$ cat src/hw/rtl/gcr_pkg.sv
package gcr_pkg;

   localparam int DEF_MAX_SOURCE_WIDTH  = 256;
   localparam int DEF_MAX_SOURCE_HEIGHT = 256;
   localparam int DEF_ANGLE_FRAC_BITS   = 14;
   localparam int DEF_QUEUE_DEPTH       = 4;

   localparam int LUMA_R = 299;
   localparam int LUMA_G = 587;
   localparam int LUMA_B = 114;
   localparam int LUM_W  = 18;

   // floor(lum / 1000) == (lum * GRAY_RECIP) >> GRAY_SHIFT for every lum up to 255000.
   localparam int GRAY_RECIP  = 268436;
   localparam int GRAY_SHIFT  = 28;
   localparam int GRAY_PROD_W = 37;

   localparam int REL_W  = 10;
   localparam int PROD_W = 26;
   localparam int SUM_W  = 27;
   localparam int POS_W  = 28;

   localparam logic [2:0] CSR_COS_ANGLE     = 3'd0;
   localparam logic [2:0] CSR_SIN_ANGLE     = 3'd1;
   localparam logic [2:0] CSR_SOURCE_WIDTH  = 3'd2;
   localparam logic [2:0] CSR_SOURCE_HEIGHT = 3'd3;
   localparam logic [2:0] CSR_DEST_WIDTH    = 3'd4;
   localparam logic [2:0] CSR_DEST_HEIGHT   = 3'd5;

   localparam logic signed [15:0] RST_COS_ANGLE = 16'sd16384;
   localparam logic signed [15:0] RST_SIN_ANGLE = 16'sd0;
   localparam logic [8:0]         RST_SIZE      = 9'd256;

   typedef struct packed {
      logic       func;
      logic       frame_start;
      logic [7:0] red;
      logic [7:0] green;
      logic [7:0] blue;
      logic [8:0] dest_x;
      logic [8:0] dest_y;
   } req_type;

   typedef struct packed {
      logic [7:0] pixel_value;
      logic       inside_source;
   } rsp_type;

   typedef struct packed {
      logic signed [15:0] cos_angle;
      logic signed [15:0] sin_angle;
      logic [8:0]         source_width;
      logic [8:0]         source_height;
      logic [8:0]         dest_width;
      logic [8:0]         dest_height;
   } cfg_type;

   typedef struct packed {
      logic                    is_read;
      logic                    frame_start;
      logic [LUM_W-1:0]        lum;
      logic signed [REL_W-1:0] rel_x;
      logic signed [REL_W-1:0] rel_y;
   } work_type;

endpackage

$ cat src/hw/rtl/gcr_front.sv
module gcr_front (
   input  logic              clock,
   input  logic              reset,
   input  gcr_pkg::cfg_type  cfg,
   input  logic              req_valid,
   output logic              req_stall,
   input  gcr_pkg::req_type  req_data,
   input  logic              q_full,
   output logic              q_push,
   output gcr_pkg::work_type q_data
);
   import gcr_pkg::*;

   logic     valid_ff, valid_in;
   work_type data_ff, data_in;
   work_type classified;
   logic     accept;

   assign req_stall = valid_ff && q_full;
   assign accept    = req_valid && !req_stall;
   assign q_push    = valid_ff && !q_full;
   assign q_data    = data_ff;

   always_comb begin
      classified.is_read     = req_data.func;
      classified.frame_start = req_data.frame_start;
      classified.lum         = LUM_W'(req_data.red) * LUM_W'(LUMA_R)
                             + LUM_W'(req_data.green) * LUM_W'(LUMA_G)
                             + LUM_W'(req_data.blue) * LUM_W'(LUMA_B);
      classified.rel_x       = $signed({1'b0, req_data.dest_x})
                             - $signed({2'b00, cfg.dest_width[8:1]});
      classified.rel_y       = $signed({1'b0, req_data.dest_y})
                             - $signed({2'b00, cfg.dest_height[8:1]});
   end

   always_comb begin
      valid_in = valid_ff;
      data_in  = data_ff;
      if (accept) begin
         valid_in = 1'b1;
         data_in  = classified;
      end else if (q_push) begin
         valid_in = 1'b0;
      end
   end

   always_ff @(posedge clock) begin
      if (reset) begin
         valid_ff <= 1'b0;
      end else begin
         valid_ff <= valid_in;
      end
      data_ff <= data_in;
   end

endmodule

$ cat config.mk
export PLATFORM = sky130hd
export DESIGN_NAME = gcr_front
export DESIGN_NICKNAME = d
export VERILOG_FILES = /design/src/hw/rtl/gcr_pkg.sv /design/src/hw/rtl/gcr_front.sv
export SDC_FILE = /design/constraint.sdc
export NUM_CORES = 1
export LEC_CHECK = 0
export ABC_AREA = 1
export BUFFER_PORTS_ARGS = -buffer_cell sky130_fd_sc_hd__buf_2
export CORE_MARGIN = 2
export CORE_UTILIZATION = 60
export DETAILED_ROUTE_END_ITERATION = 6
export GPL_TIMING_DRIVEN = 1
export HOLD_SLACK_MARGIN = 0.03
export PLACE_DENSITY_LB_ADDON = 0.25
export SLEW_MARGIN = 0
export SYNTH_ARGS = -nofsm -noshare
export SYNTH_HDL_FRONTEND = slang
export SYNTH_SLANG_ARGS = --single-unit
export TNS_END_PERCENT = 50
$ cat constraint.sdc
create_clock -name clock -period 12.5 [get_ports clock]
set_input_delay 2.5 -clock clock [delete_from_list [all_inputs] [get_ports clock]]
set_output_delay 2.5 -clock clock [all_outputs]
set_load 0.05 [all_outputs]
==> run_summary.xml <==
<?xml version="1.0" encoding="UTF-8"?>
<metrics>
  <group name="layout">
    <metric name="finalNetCount" unit="">1116</metric>
    <metric name="areaGrowthSynthToFinish" unit="%">12.6</metric>
    <metric name="n_antenna_cell" unit="">0</metric>
    <metric name="layout.cells.most_common" unit="">sky130_fd_sc_hd__inv_1</metric>
    <metric name="regArea" unit="mm^2">0.00122</metric>
    <metric name="fillerInstances" unit="">796</metric>
    <metric name="drive_gt1_share" unit="%">17.3</metric>
    <metric name="multi_input_comb_area" unit="mm^2">0.00423</metric>
    <metric name="final_cell_mix" unit="">209 x sky130_fd_sc_hd__inv_1, 124 x sky130_fd_sc_hd__nand2_1, 119 x sky130_fd_sc_hd__ha_1</metric>
  </group>
  <group name="timing">
    <metric name="setup-tns-final" unit="ns">0</metric>
    <metric name="slew_viols_final" unit="">0</metric>
    <metric name="slew-limit-headroom" unit="%">27.7</metric>
    <metric name="finalClockSkew" unit="ns">0.00268</metric>
    <metric name="worst-slew-pin-transition" unit="ns">1.08</metric>
    <metric name="post-route-min-period" unit="ns">7.79</metric>
    <metric name="final.period_utilization" unit="%">62.3</metric>
    <metric name="achievable-frequency" unit="GHz">0.128</metric>
    <metric name="setup_violations" unit="">0</metric>
    <metric name="grt_setup_unrepaired" unit="">no</metric>
    <metric name="count_of_final_hold_check_violations" unit="">0</metric>
  </group>
  <group name="die">
    <metric name="design.core.area" unit="mm^2">0.0102</metric>
    <metric name="floorplan.io_pins" unit="">158</metric>
    <metric name="fp.dieH" unit="um">106</metric>
    <metric name="dieArea" unit="mm^2">0.0112</metric>
    <metric name="core.rowCount" unit="">37</metric>
    <metric name="die_w" unit="um">106</metric>
    <metric name="start_util" unit="%">61.0</metric>
  </group>
  <group name="critical_path">
    <metric name="timing.critical_path.depth" unit="">25</metric>
    <metric name="startpoint" unit="">req_data[18]</metric>
    <metric name="worstPathBufferInverterCount" unit="">7</metric>
    <metric name="crit-reg2reg-launch" unit="">valid_ff</metric>
    <metric name="endpoint_kind" unit="">register</metric>
    <metric name="cp.arrival" unit="ns">7.85</metric>
    <metric name="ff2ff_path_depth" unit="">3</metric>
    <metric name="start_kind" unit="">input port</metric>
    <metric name="reg2reg_to" unit="">q_data[20]</metric>
    <metric name="reg2reg_slack" unit="ns">10.83</metric>
    <metric name="crit_path_top_delay_cell" unit="">sky130_fd_sc_hd__fa_1</metric>
    <metric name="path_class" unit="">input port to register</metric>
    <metric name="worst_ep_required_time" unit="ns">12.56</metric>
    <metric name="cp_max_fanout" unit="">4</metric>
    <metric name="slowest_stage_delay_cp" unit="ns">0.54</metric>
    <metric name="cpLargestDelayFamily" unit="">adder cells</metric>
  </group>
  <group name="synth">
    <metric name="post_synth_num_cell_types" unit="">26</metric>
    <metric name="postSynthAreaPerCell" unit="um^2">8.98</metric>
    <metric name="syn-num-nets" unit="">1004</metric>
    <metric name="synth.yosys.seq_area_share" unit="%">19.6</metric>
    <metric name="netlist.top_cell.by_area" unit="">sky130_fd_sc_hd__ha_1</metric>
    <metric name="synth-warning-count" unit="">0</metric>
    <metric name="post-synth-top-area-fraction" unit="%">23.8</metric>
    <metric name="synth_top_cells_by_area" unit="">sky130_fd_sc_hd__ha_1 24%, sky130_fd_sc_hd__fa_1 24%, sky130_fd_sc_hd__edfxtp_1 19%</metric>
    <metric name="number_of_storage_elements_in_the_synthesis_netlist" unit="">41</metric>
    <metric name="synth_cells" unit="">695</metric>
    <metric name="syn-cell-area" unit="mm^2">0.00624</metric>
  </group>
  <group name="clocking">
    <metric name="numCtsBuffers" unit="">5</metric>
    <metric name="clk_pin_slew" unit="ns">0.08</metric>
    <metric name="post_cts_hold_buffer_count" unit="">0</metric>
    <metric name="clock_insertion_delay_worst_skew" unit="ns">0.30</metric>
    <metric name="post-cts-setup-buffers" unit="">0</metric>
    <metric name="cts_htree_levels" unit="">2</metric>
    <metric name="cts_resized" unit="">0</metric>
    <metric name="clock_tree.buffer_depth" unit="">2</metric>
    <metric name="root_buffer" unit="">sky130_fd_sc_hd__clkbuf_8</metric>
    <metric name="clock-sinks" unit="">41</metric>
    <metric name="clock_tree_from_tritoncts" unit="">yes</metric>
  </group>
  <group name="grt">
    <metric name="grtUsageMet2" unit="%">44.1</metric>
    <metric name="first_pass_grt_wire_length" unit="mm">20.6</metric>
    <metric name="globalRoute.totalOverflow" unit="">0</metric>
    <metric name="grt_antenna_before_repair" unit="">0</metric>
    <metric name="grt_start_max_net_pins" unit="">41</metric>
    <metric name="met3_usage" unit="%">2.02</metric>
    <metric name="grt_most_used_layer" unit="">met2</metric>
    <metric name="grt_use_met1" unit="%">27.0</metric>
    <metric name="gr-usage-all-layers" unit="%">22.9</metric>
    <metric name="first_global_vias" unit="">4806</metric>
  </group>
  <group name="worst_hold_path">
    <metric name="min_from" unit="">valid_ff</metric>
    <metric name="min-delay-path-class" unit="">register to register</metric>
    <metric name="worstHoldPathCells" unit="">2</metric>
    <metric name="hold-path-endpoint" unit="">valid_ff</metric>
  </group>
  <group name="drt">
    <metric name="routed_wl" unit="mm">11.8</metric>
    <metric name="post_drt_wl_per_cell" unit="um">12.5</metric>
    <metric name="detail_route.drc_violations" unit="">0</metric>
    <metric name="route.detailed.vias_per_inst" unit="">4.88</metric>
    <metric name="detailroute.via_count" unit="">4602</metric>
    <metric name="final_antenna_net_count" unit="">0</metric>
    <metric name="detail_route.iter0.violations" unit="">146</metric>
    <metric name="drt_pass1_iterations" unit="">4</metric>
  </group>
  <group name="placed_design">
    <metric name="gp_congestion" unit="">0.862</metric>
    <metric name="portBuffers" unit="">105</metric>
    <metric name="dp_hpwl" unit="mm">10.6</metric>
  </group>
  <group name="run_status">
    <metric name="outcome" unit="">complete, no violations</metric>
  </group>
  <group name="run">
    <metric name="max-cap-violations" unit="">0</metric>
  </group>
</metrics>
==> area by class of cell <==
class,count,area share (%)
sequential,41,17.4
inverter,214,11.4
multi-input combinational,440,60.1
clock buffer,5,0.978
tap,136,2.42
clock inverter,3,0.249
timing repair buffer,105,7.47
==> stage by stage <==
step / cells / area, um^2 / util (%) / hold slack, ns / worst slack, ns
3_5_place_dp: 936 / 6950 / 67.9 / 0.476 / 4.40
2_1_floorplan: 695 / 6240 / - / 0.448 / 4.89
3_3_place_gp: 936 / 6950 / 67.9 / 0.459 / 4.49
5_1_grt: 944 / 7030 / 68.7 / 0.542 / 4.46
6_report: 944 / 7030 / 68.7 / 0.487 / 4.71
4_1_cts: 944 / 7030 / 68.7 / 0.486 / 4.71
==> layer usage <==
| layer | vias up | wire, um |
|---|---|---|
| met2 | 108 | 6140 |
| met1 | 2156 | 4970 |
| met4 | 0 | 236 |
| li1 | 2321 | - |
| met5 | - | 0 |
| met3 | 17 | 442 |
==> worst min-delay path: stages (launching register included) <==
cell and delay, ns:
sky130_fd_sc_hd__dfxtp_1 0.32, sky130_fd_sc_hd__nand2_1 0.07, sky130_fd_sc_hd__a21oi_1 0.06
==> logic make-up (layout without fill, tap and decap cells) <==
kind of cell	after synthesis	after routing	synth area share (%)
buf+inv	214	327	12.9
fa+ha+maj	193	193	47.6
xor+xnor	26	26	3.65
simple gates	185	185	12.8
flops	41	41	19.6
compound gates	36	36	3.55
==> state kept, by name, summed over array words and instances (netlist names) <==
name and cells:
q_data 40, valid_ff 1
==> synthesized netlist by cell type <==
| cell | instances |
|---|---|
| sky130_fd_sc_hd__nand2_1 | 124 |
| sky130_fd_sc_hd__nor2_1 | 25 |
| sky130_fd_sc_hd__a21boi_0 | 1 |
| sky130_fd_sc_hd__and2_1 | 1 |
| sky130_fd_sc_hd__dfxtp_1 | 1 |
| sky130_fd_sc_hd__xor2_1 | 19 |
| sky130_fd_sc_hd__nor3_4 | 1 |
| sky130_fd_sc_hd__nand4_1 | 1 |
| sky130_fd_sc_hd__o21a_1 | 1 |
| sky130_fd_sc_hd__or2_4 | 1 |
| sky130_fd_sc_hd__nor3_2 | 3 |
| sky130_fd_sc_hd__o21ai_0 | 1 |
| sky130_fd_sc_hd__nand3_1 | 13 |
| sky130_fd_sc_hd__ha_1 | 119 |
| sky130_fd_sc_hd__a21oi_2 | 2 |
| sky130_fd_sc_hd__a21oi_1 | 22 |
| sky130_fd_sc_hd__nor3b_1 | 2 |
| sky130_fd_sc_hd__edfxtp_1 | 40 |
| sky130_fd_sc_hd__nand3b_1 | 4 |
| sky130_fd_sc_hd__a21o_1 | 4 |
| sky130_fd_sc_hd__nand2_2 | 10 |
| sky130_fd_sc_hd__inv_1 | 209 |
| sky130_fd_sc_hd__fa_1 | 74 |
| sky130_fd_sc_hd__o21ai_2 | 5 |
| sky130_fd_sc_hd__xnor2_1 | 7 |
| sky130_fd_sc_hd__inv_2 | 5 |
==> worst max-delay path by stage <==
stage	endpoint
3_3_place_gp	q_data[37]
2_1_floorplan	q_data[37]
4_1_cts	q_data[37]
5_1_grt	q_data[37]
3_5_place_dp	q_data[37]
6_report	q_data[37]
Power is left out: the tool's default activity adds up to more than one toggle a clock period on the data nets, which glitch-free logic cannot reach.
