## src/hw/rtl/gcr_pkg.sv

```systemverilog
package gcr_pkg;

   localparam int DEF_MAX_SOURCE_WIDTH  = 256;
   localparam int DEF_MAX_SOURCE_HEIGHT = 256;
   localparam int DEF_ANGLE_FRAC_BITS   = 14;
   localparam int DEF_QUEUE_DEPTH       = 4;

   localparam int LUMA_R = 299;
   localparam int LUMA_G = 587;
   localparam int LUMA_B = 114;
   localparam int LUM_W  = 18;

   // floor(lum / 1000) == (lum * GRAY_RECIP) >> GRAY_SHIFT for every lum up to 255000.
   localparam int GRAY_RECIP  = 268436;
   localparam int GRAY_SHIFT  = 28;
   localparam int GRAY_PROD_W = 37;

   localparam int REL_W  = 10;
   localparam int PROD_W = 26;
   localparam int SUM_W  = 27;
   localparam int POS_W  = 28;

   localparam logic [2:0] CSR_COS_ANGLE     = 3'd0;
   localparam logic [2:0] CSR_SIN_ANGLE     = 3'd1;
   localparam logic [2:0] CSR_SOURCE_WIDTH  = 3'd2;
   localparam logic [2:0] CSR_SOURCE_HEIGHT = 3'd3;
   localparam logic [2:0] CSR_DEST_WIDTH    = 3'd4;
   localparam logic [2:0] CSR_DEST_HEIGHT   = 3'd5;

   localparam logic signed [15:0] RST_COS_ANGLE = 16'sd16384;
   localparam logic signed [15:0] RST_SIN_ANGLE = 16'sd0;
   localparam logic [8:0]         RST_SIZE      = 9'd256;

   typedef struct packed {
      logic       func;
      logic       frame_start;
      logic [7:0] red;
      logic [7:0] green;
      logic [7:0] blue;
      logic [8:0] dest_x;
      logic [8:0] dest_y;
   } req_type;

   typedef struct packed {
      logic [7:0] pixel_value;
      logic       inside_source;
   } rsp_type;

   typedef struct packed {
      logic signed [15:0] cos_angle;
      logic signed [15:0] sin_angle;
      logic [8:0]         source_width;
      logic [8:0]         source_height;
      logic [8:0]         dest_width;
      logic [8:0]         dest_height;
   } cfg_type;

   typedef struct packed {
      logic                    is_read;
      logic                    frame_start;
      logic [LUM_W-1:0]        lum;
      logic signed [REL_W-1:0] rel_x;
      logic signed [REL_W-1:0] rel_y;
   } work_type;

endpackage

```

## src/hw/rtl/gcr_queue.sv

```systemverilog
module gcr_queue #(
   parameter int DEPTH = gcr_pkg::DEF_QUEUE_DEPTH
) (
   input  logic              clock,
   input  logic              reset,
   input  logic              push,
   input  gcr_pkg::work_type push_data,
   output logic              full,
   input  logic              pop,
   output gcr_pkg::work_type pop_data,
   output logic              empty
);
   import gcr_pkg::*;

   localparam int PTR_W = (DEPTH > 1) ? $clog2(DEPTH) : 1;
   localparam int CNT_W = $clog2(DEPTH + 1);

   work_type          slots [DEPTH];
   logic [PTR_W-1:0]  wr_ptr_ff, wr_ptr_in;
   logic [PTR_W-1:0]  rd_ptr_ff, rd_ptr_in;
   logic [CNT_W-1:0]  count_ff, count_in;

   assign full     = (count_ff == CNT_W'(DEPTH));
   assign empty    = (count_ff == '0);
   assign pop_data = slots[rd_ptr_ff];

   always_comb begin
      wr_ptr_in = wr_ptr_ff;
      rd_ptr_in = rd_ptr_ff;
      count_in  = count_ff;
      if (push) begin
         wr_ptr_in = (wr_ptr_ff == PTR_W'(DEPTH - 1)) ? '0 : wr_ptr_ff + 1'b1;
      end
      if (pop) begin
         rd_ptr_in = (rd_ptr_ff == PTR_W'(DEPTH - 1)) ? '0 : rd_ptr_ff + 1'b1;
      end
      if (push && !pop) begin
         count_in = count_ff + 1'b1;
      end else if (pop && !push) begin
         count_in = count_ff - 1'b1;
      end
   end

   always_ff @(posedge clock) begin
      if (reset) begin
         wr_ptr_ff <= '0;
         rd_ptr_ff <= '0;
         count_ff  <= '0;
      end else begin
         wr_ptr_ff <= wr_ptr_in;
         rd_ptr_ff <= rd_ptr_in;
         count_ff  <= count_in;
      end
   end

   always_ff @(posedge clock) begin
      if (push) begin
         slots[wr_ptr_ff] <= push_data;
      end
   end

   a_count_bound: assert property (@(posedge clock) disable iff (reset)
      count_ff <= CNT_W'(DEPTH))
      else $error("queue count exceeds its depth");

endmodule

```

## config.mk

```make
export PLATFORM = sky130hd
export DESIGN_NAME = gcr_queue
export DESIGN_NICKNAME = d
export VERILOG_FILES = /design/src/hw/rtl/gcr_pkg.sv /design/src/hw/rtl/gcr_queue.sv
export SDC_FILE = /design/constraint.sdc
export NUM_CORES = 1
export LEC_CHECK = 0
export ABC_CLOCK_PERIOD_IN_PS = 2500
export BUFFER_PORTS_ARGS = -buffer_cell sky130_fd_sc_hd__buf_2
export CORE_MARGIN = 8
export CORE_UTILIZATION = 45
export CTS_CLUSTER_DIAMETER = 60
export DETAILED_ROUTE_END_ITERATION = 6
export HOLD_SLACK_MARGIN = 0.08
export PLACE_DENSITY = 0.62
export SLEW_MARGIN = 15
export SYNTH_ARGS = -nofsm -noshare
export SYNTH_HDL_FRONTEND = slang
export SYNTH_SLANG_ARGS = --single-unit
```

## constraint.sdc

```tcl
create_clock -name clock -period 2.5 [get_ports clock]
set_clock_uncertainty 0.15 [all_clocks]
set_input_delay 0.25 -clock clock [delete_from_list [all_inputs] [get_ports clock]]
set_output_delay 0.25 -clock clock [all_outputs]
set_load 0.1 [all_outputs]
```

==> results of run 1 <==
[stage by stage]
stage	hold WS [ps]	setup WS, ps
2_1_floorplan	169.1	429.9
3_3_place_gp	310.6	507.5
3_5_place_dp	318.1	503.6
4_1_cts	365.6	52.71
5_1_grt	386.6	2.640
6_report	365.2	120.5
[synthesized netlist by cell type]
cell	number
sky130_fd_sc_hd__edfxtp_1	160
sky130_fd_sc_hd__mux4_2	40
sky130_fd_sc_hd__dfxtp_1	9
sky130_fd_sc_hd__nor2_1	7
sky130_fd_sc_hd__ha_1	6
sky130_fd_sc_hd__and2_1	4
sky130_fd_sc_hd__buf_12	4
sky130_fd_sc_hd__buf_2	4
sky130_fd_sc_hd__inv_1	4
sky130_fd_sc_hd__mux2i_1	4
sky130_fd_sc_hd__a21oi_1	2
sky130_fd_sc_hd__nor3b_1	2
sky130_fd_sc_hd__xor2_1	2
sky130_fd_sc_hd__buf_6	1
sky130_fd_sc_hd__fa_1	1
sky130_fd_sc_hd__nor3_1	1
sky130_fd_sc_hd__o21ai_0	1
sky130_fd_sc_hd__or3_1	1
[sequential cells by signal, indices dropped and copies added (netlist names), named ones only]
name	count
count_ff	3
slots	160
rd_ptr_ff	2
wr_ptr_ff	2
[power by group]
| group | internal, mW | total, mW | leakage (nW) | switching [mW] |
|---|---|---|---|---|
| clock network | 1.36 | 2.32 | 0.252 | 0.960 |
| registers | 3.24 | 3.28 | 1.54 | 0.0414 |
| logic | 0.309 | 1.26 | 0.957 | 0.954 |
| total | 4.90 | 6.86 | 2.75 | 1.95 |
[worst max-delay path, delay by kind of cell, from the launching register on]
| kind | cells | cell delay [ps] |
|---|---|---|
| multiplexers | 1 | 560 |
| flip-flops | 1 | 350 |
| buffers and inverters | 2 | 640 |
[timing repair]
item / CTS / global route
hold endpoints to repair: 169 / 0
buffers inserted: 0 / 0
hold buffers: 43 / 0
[layout by cell type, fill, tap and decap left out]
cell and instances:
sky130_fd_sc_hd__a21oi_1 2, sky130_fd_sc_hd__and2_2 4, sky130_fd_sc_hd__buf_12 5, sky130_fd_sc_hd__buf_2 85
sky130_fd_sc_hd__buf_4 7, sky130_fd_sc_hd__bufinv_16 1, sky130_fd_sc_hd__clkbuf_1 8, sky130_fd_sc_hd__clkbuf_16 17
sky130_fd_sc_hd__clkinv_1 2, sky130_fd_sc_hd__clkinv_2 4, sky130_fd_sc_hd__dfxtp_1 7, sky130_fd_sc_hd__dfxtp_2 1
sky130_fd_sc_hd__dfxtp_4 1, sky130_fd_sc_hd__dlygate4sd3_1 43, sky130_fd_sc_hd__edfxtp_1 160, sky130_fd_sc_hd__fa_1 1
sky130_fd_sc_hd__ha_1 6, sky130_fd_sc_hd__inv_1 4, sky130_fd_sc_hd__mux2i_1 4, sky130_fd_sc_hd__mux4_2 40
sky130_fd_sc_hd__nor2_1 7, sky130_fd_sc_hd__nor3_2 1, sky130_fd_sc_hd__nor3b_1 1, sky130_fd_sc_hd__nor3b_2 1
sky130_fd_sc_hd__o21ai_0 1, sky130_fd_sc_hd__or3_1 1, sky130_fd_sc_hd__xor2_1 2
[per-layer routing]
layer / vias up / routed length (µm) / GRT usage (%)
li1: 1368 / - / -
met5: - / 0 / 0
met4: 0 / 194 / 5.864
met3: 13 / 545 / 4.562
met1: 1540 / 4818 / 16.46
met2: 65 / 5926 / 22.42
[worst paths after layout]
path                               endpoint  slack, ps  depth (start not counted)
worst max register to register  slots[3][0]        760                          3
worst min register to register  count_ff[2]        370                          2
worst min-delay path            count_ff[2]        370                          2
worst max-delay path            pop_data[6]        120                          3
[final cells by class]
cell class              count  area (µm²)  share of cell area, %
clock buffers              25       455.4                  5.756
clock inverters             7       57.56                 0.7274
inverters                   4       15.01                 0.1898
multi-input cells          71        1161                  14.67
flip-flops and latches    169        4990                  63.06
well taps                 180       225.2                  2.846
repair buffers            140        1008                  12.75
[logic make-up after synthesis]
kind of cell               synth area share [%]
AOI/OAI and AO/OA                        0.2399
xor gates and xnor gates                 0.2800
adders and majority gates                 1.520
buffers and inverters                     2.020
DFF                                       79.66
muxes                                     15.04
and+or+nand+nor                           1.240
==> results.py, run 1 <==
metrics = {
    "outcome": {
        "status": "complete, no violations",
    },
    "clocking": {
        "latest_clock_arrival_within_the_worst_skew_pair_ps": 410,
        "clkTransAtPathRegs_ps": 60,
        "clkSinkCount": 169,
        "cts_buffer_depth": 2,
        "clock-root-buffer": "sky130_fd_sc_hd__clkbuf_16",
        "cts-buffers-inserted": 17,
        "cts_htree_levels": 4,
        "post_cts_resized": 0,
        "tritoncts": "yes",
    },
    "min_path": {
        "hp-start": "count_ff[2]",
        "min_delay_path_class": "reg2reg",
    },
    "sta": {
        "final_hold_viol_count": 0,
        "tightestPinTransition_ps": 519.6,
        "max_clock_freq_mhz": 420.3,
        "post-route-min-period_ps": 2379,
        "slew_headroom_pct": 65.60,
        "period_share_pct": 95.18,
        "setup_viol": 0,
        "maxSlewViolCount": 0,
        "setup-tns-final_ps": 0,
        "unrepaired_setup_endpoints_after_global_routing": "false",
    },
    "power_and_ir_drop": {
        "irDropWorstVdd_v": 0.0004077,
        "power.total_mw": 6.858,
        "p_per_area_nw_per_um2": 866.7,
        "power.leakage_nw": 2.754,
    },
    "drt": {
        "dr.first_iter.drc_count": 190,
        "drt-wirelength-per-cell_um": 19.27,
        "avgViaCountPerCell": 5.010,
        "final_routed_wirelength_um": 11490,
        "detailroute.via_count": 2986,
        "drt_drc_violations_left": 0,
        "detail_route.first_pass.iterations": 5,
        "detail-route-antenna-nets": 0,
    },
    "die": {
        "core_area_um2": 13720,
        "dieArea_um2": 17930,
        "die_h_um": 133.9,
        "core_rows": 43,
        "start_util_pct": 45.61,
        "top_level_ports": 86,
        "die_width_um": 133.9,
    },
    "setup_path": {
        "worst_ep_required_time_ps": 2100,
        "cp_max_fo": 18,
        "cp-start-kind": "flop",
        "crit_slowest_cell": "sky130_fd_sc_hd__mux4_2",
        "timing_worst_setup_path_type": "reg2out",
        "critical_path.reg2reg.startpoint": "wr_ptr_ff[0]",
        "worstPathCellList": "buf_4, mux4_2, buf_2",
        "timing.critical_path.arrival_ps": 1980,
        "timing.critical_path.slowest_cell_delay_ps": 560,
        "critPathCaptureType": "primary output",
    },
    "global_routing": {
        "first_global_vias": 3393,
        "grt_remaining_overflow": 0,
        "antenna_violations_before_repair": 0,
        "grt_first_pass_wirelength_um": 18520,
        "grt_max_degree": 41,
        "globalRouteTotalUtil_pct": 13.75,
    },
    "synthesis": {
        "ys_ff_latch": 169,
        "syn-num-nets": 304,
        "synth_cells": 253,
        "synth_top_area_share_pct": 76.78,
        "synthesis.area_um2": 6257,
        "post_synth_num_cell_types": 18,
        "count_of_synthesis_stage_warnings_from_yosys": 0,
        "synth.yosys.seq_area_share_pct": 79.66,
        "ys_top_cells_by_area": "sky130_fd_sc_hd__edfxtp_1 (77%), sky130_fd_sc_hd__mux4_2 (14%), sky130_fd_sc_hd__dfxtp_1 (2.9%)",
        "yosys.area.top_type": "sky130_fd_sc_hd__edfxtp_1",
        "syn_avg_cell_area_um2": 24.73,
    },
    "cells_and_area": {
        "final_design_area_no_fill_um2": 7913,
        "layoutNonFillerInstCount": 596,
        "synthToLayoutAreaGrowth_pct": 26.45,
        "antenna_cells_inserted": 0,
        "final_util_pct": 57.67,
        "fill_cells": 1058,
        "drive_above_1_share_pct": 40.14,
        "num-nets-final": 454,
    },
    "placement": {
        "globalplace.congestion": 0.6935,
        "placed_area_um2": 6969,
        "placed_cells": 521,
        "hpwlAfterDp_um": 7079,
        "place.port_buffers": 85,
    },
    "run": {
        "cap_viol_max_count": 0,
    },
}
No activity file was read; power rests on OpenSTA's default activity.
==> run 2, diff against run 1 <==
--- a/config.mk
+++ b/config.mk
@@ -5,9 +5,9 @@
 export SDC_FILE = /design/constraint.sdc
 export NUM_CORES = 1
 export LEC_CHECK = 0
-export ABC_CLOCK_PERIOD_IN_PS = 2500
+export ABC_CLOCK_PERIOD_IN_PS = 2700
 export BUFFER_PORTS_ARGS = -buffer_cell sky130_fd_sc_hd__buf_2
-export CORE_MARGIN = 8
+export CORE_MARGIN = 3
 export CORE_UTILIZATION = 45
 export CTS_CLUSTER_DIAMETER = 60
 export DETAILED_ROUTE_END_ITERATION = 6
==> constraint.sdc (replaced) <==
create_clock -name clock -period 2.7 [get_ports clock]
set_clock_uncertainty 0.15 [all_clocks]
set_input_delay 0.27 -clock clock [delete_from_list [all_inputs] [get_ports clock]]
set_output_delay 0.27 -clock clock [all_outputs]
set_load 0.1 [all_outputs]
==> run 2 against run 1 <==
Net effect: register-to-register slack improved by 290 ps; critical path type unchanged; routed wire length decreased by 4.8%; core utilization increased by 0.95 points; final area decreased by 0.71%.
==> results.py, run 2 (synthesis results as in run 1) <==
metrics = {
    "drt": {
        "detailroute.via_count": 2942,
        "final_routed_wirelength_um": 10930,
        "detail_route.first_pass.iterations": 4,
        "detail-route-antenna-nets": 0,
        "dr.first_iter.drc_count": 247,
        "drt-wirelength-per-cell_um": 18.55,
        "avgViaCountPerCell": 4.995,
        "drt_drc_violations_left": 0,
    },
    "clocking": {
        "cts-buffers-inserted": 17,
        "clock-root-buffer": "sky130_fd_sc_hd__clkbuf_16",
        "clkTransAtPathRegs_ps": 60,
        "cts_buffer_depth": 2,
        "post_cts_resized": 0,
        "clkSinkCount": 169,
        "cts_htree_levels": 4,
        "cts_setup_buffers": 0,
        "latest_clock_arrival_within_the_worst_skew_pair_ps": 410,
        "tritoncts": "yes",
    },
    "placement": {
        "place.port_buffers": 85,
        "hpwlAfterDp_um": 6883,
        "globalplace.congestion": 0.6325,
    },
    "run": {
        "cap_viol_max_count": 0,
    },
    "setup_path": {
        "critPathCaptureType": "primary output",
        "crit_slowest_cell": "sky130_fd_sc_hd__dfxtp_4",
        "timing.critical_path.arrival_ps": 2070,
        "worstPathCellList": "buf_12, mux4_2, buf_2",
        "cp_max_fo": 17,
        "worst_ep_required_time_ps": 2280,
        "timing.critical_path.slowest_cell_delay_ps": 570,
        "cp-start-kind": "flop",
        "timing_worst_setup_path_type": "reg2out",
    },
    "cells_and_area": {
        "final_util_pct": 58.63,
        "reg_top3": "slots: 160 flops, count_ff: 3 flops",
        "max_flop_register": "slots",
        "fill_cells": 1011,
        "mostFrequentLayoutCells": "sky130_fd_sc_hd__edfxtp_1 (160), sky130_fd_sc_hd__buf_2 (85), sky130_fd_sc_hd__dlygate4sd3_1 (43)",
        "antenna_cells_inserted": 0,
        "synthToLayoutAreaGrowth_pct": 25.55,
        "num-nets-final": 454,
        "largest_register_ff_count": 160,
        "mostFrequentLayoutCell": "sky130_fd_sc_hd__edfxtp_1",
        "drive_above_1_share_pct": 39.95,
    },
    "global_routing": {
        "first_global_vias": 3131,
        "grt_max_degree": 37,
        "grt_remaining_overflow": 0,
        "grt_first_pass_wirelength_um": 17170,
        "globalRouteTotalUtil_pct": 15.46,
        "antenna_violations_before_repair": 0,
    },
    "power_and_ir_drop": {
        "power.leakage_nw": 2.736,
        "power.total_mw": 6.282,
        "irDropWorstVdd_v": 0.0005677,
        "p_per_area_nw_per_um2": 799.6,
    },
    "die": {
        "top_level_ports": 86,
        "die_h_um": 123.9,
        "start_util_pct": 46.69,
        "dieArea_um2": 15360,
        "core_area_um2": 13400,
        "die_width_um": 123.9,
        "core_rows": 42,
    },
    "sta": {
        "maxSlewViolCount": 0,
        "final_hold_viol_count": 0,
        "period_share_pct": 92.22,
        "tightestPinTransition_ps": 521.1,
        "post-route-min-period_ps": 2490,
        "setup_viol": 0,
        "slew_headroom_pct": 65.50,
        "setup-tns-final_ps": 0,
        "unrepaired_setup_endpoints_after_global_routing": "false",
        "max_clock_freq_mhz": 401.6,
    },
    "min_path": {
        "min_delay_path_class": "reg2reg",
    },
    "outcome": {
        "status": "complete, no violations",
    },
}
-- run 2: path summary, 6_finish.rpt --
kind | slack (ps) | from | cells after the start | to
setup / recovery | 210 | flop | 3 | pop_data[28]
setup reg to reg | 1050 | wr_ptr_ff[0] | 3 | slots[3][8]
hold / removal | 360 | count_ff[2] | 2 | count_ff[2]
hold reg to reg | 360 | count_ff[2] | 2 | count_ff[2]
-- run 2: report_power, final --
| group | internal (mW) | leakage, nW | switching (mW) |
|---|---|---|---|
| sequential | 3.00 | 1.54 | 0.0494 |
| clock | 1.23 | 0.244 | 0.852 |
| combinational | 0.280 | 0.947 | 0.866 |
-- run 2: timing repair --
item                                    in CTS  in global routing
endpoints found under the hold margin      169                  0
endpoints found under the setup margin       0                  0
hold buffers                                43                  0
-- run 2: critical path: cells and delay by family (launching register included) --
family,cells,cell delay [ps]
buffers and inverters,2,540
DFF,1,570
muxes,1,540
-- run 2: final cells by class --
type | instances | area [µm²] | area share [%]
Clock buffer | 22 | 444.2 | 5.654
Clock inverter | 7 | 55.05 | 0.7007
Inverter | 4 | 15.01 | 0.1911
Multi-Input combinational cell | 71 | 1161 | 14.78
Sequential cell | 169 | 4990 | 63.51
Tap cell | 176 | 220.2 | 2.803
Timing Repair Buffer | 140 | 970.9 | 12.36
-- run 2: metrics by stage --
step	hold WS, ps	setup slack [ps]	area [µm²]	instances
6_report	359.5	210.1	7856	589
3_5_place_dp	340.9	598.7	6927	517
2_1_floorplan	189.1	629.9	6267	253
3_3_place_gp	332.7	591.7	6927	517
4_1_cts	360.3	139.0	7856	589
5_1_grt	401.6	82.76	7856	589
-- run 2: layer usage --
metal / share of wire (%) / vias up / wire length [µm] / track usage (%)
met2: 49 / 66 / 5380 / 24.37
met5: 0 / - / 0 / 0
li1: - / 1357 / - / -
met4: 1.4 / 0 / 148 / 6.366
met3: 5.5 / 11 / 604 / 4.905
met1: 44 / 1508 / 4795 / 20.09
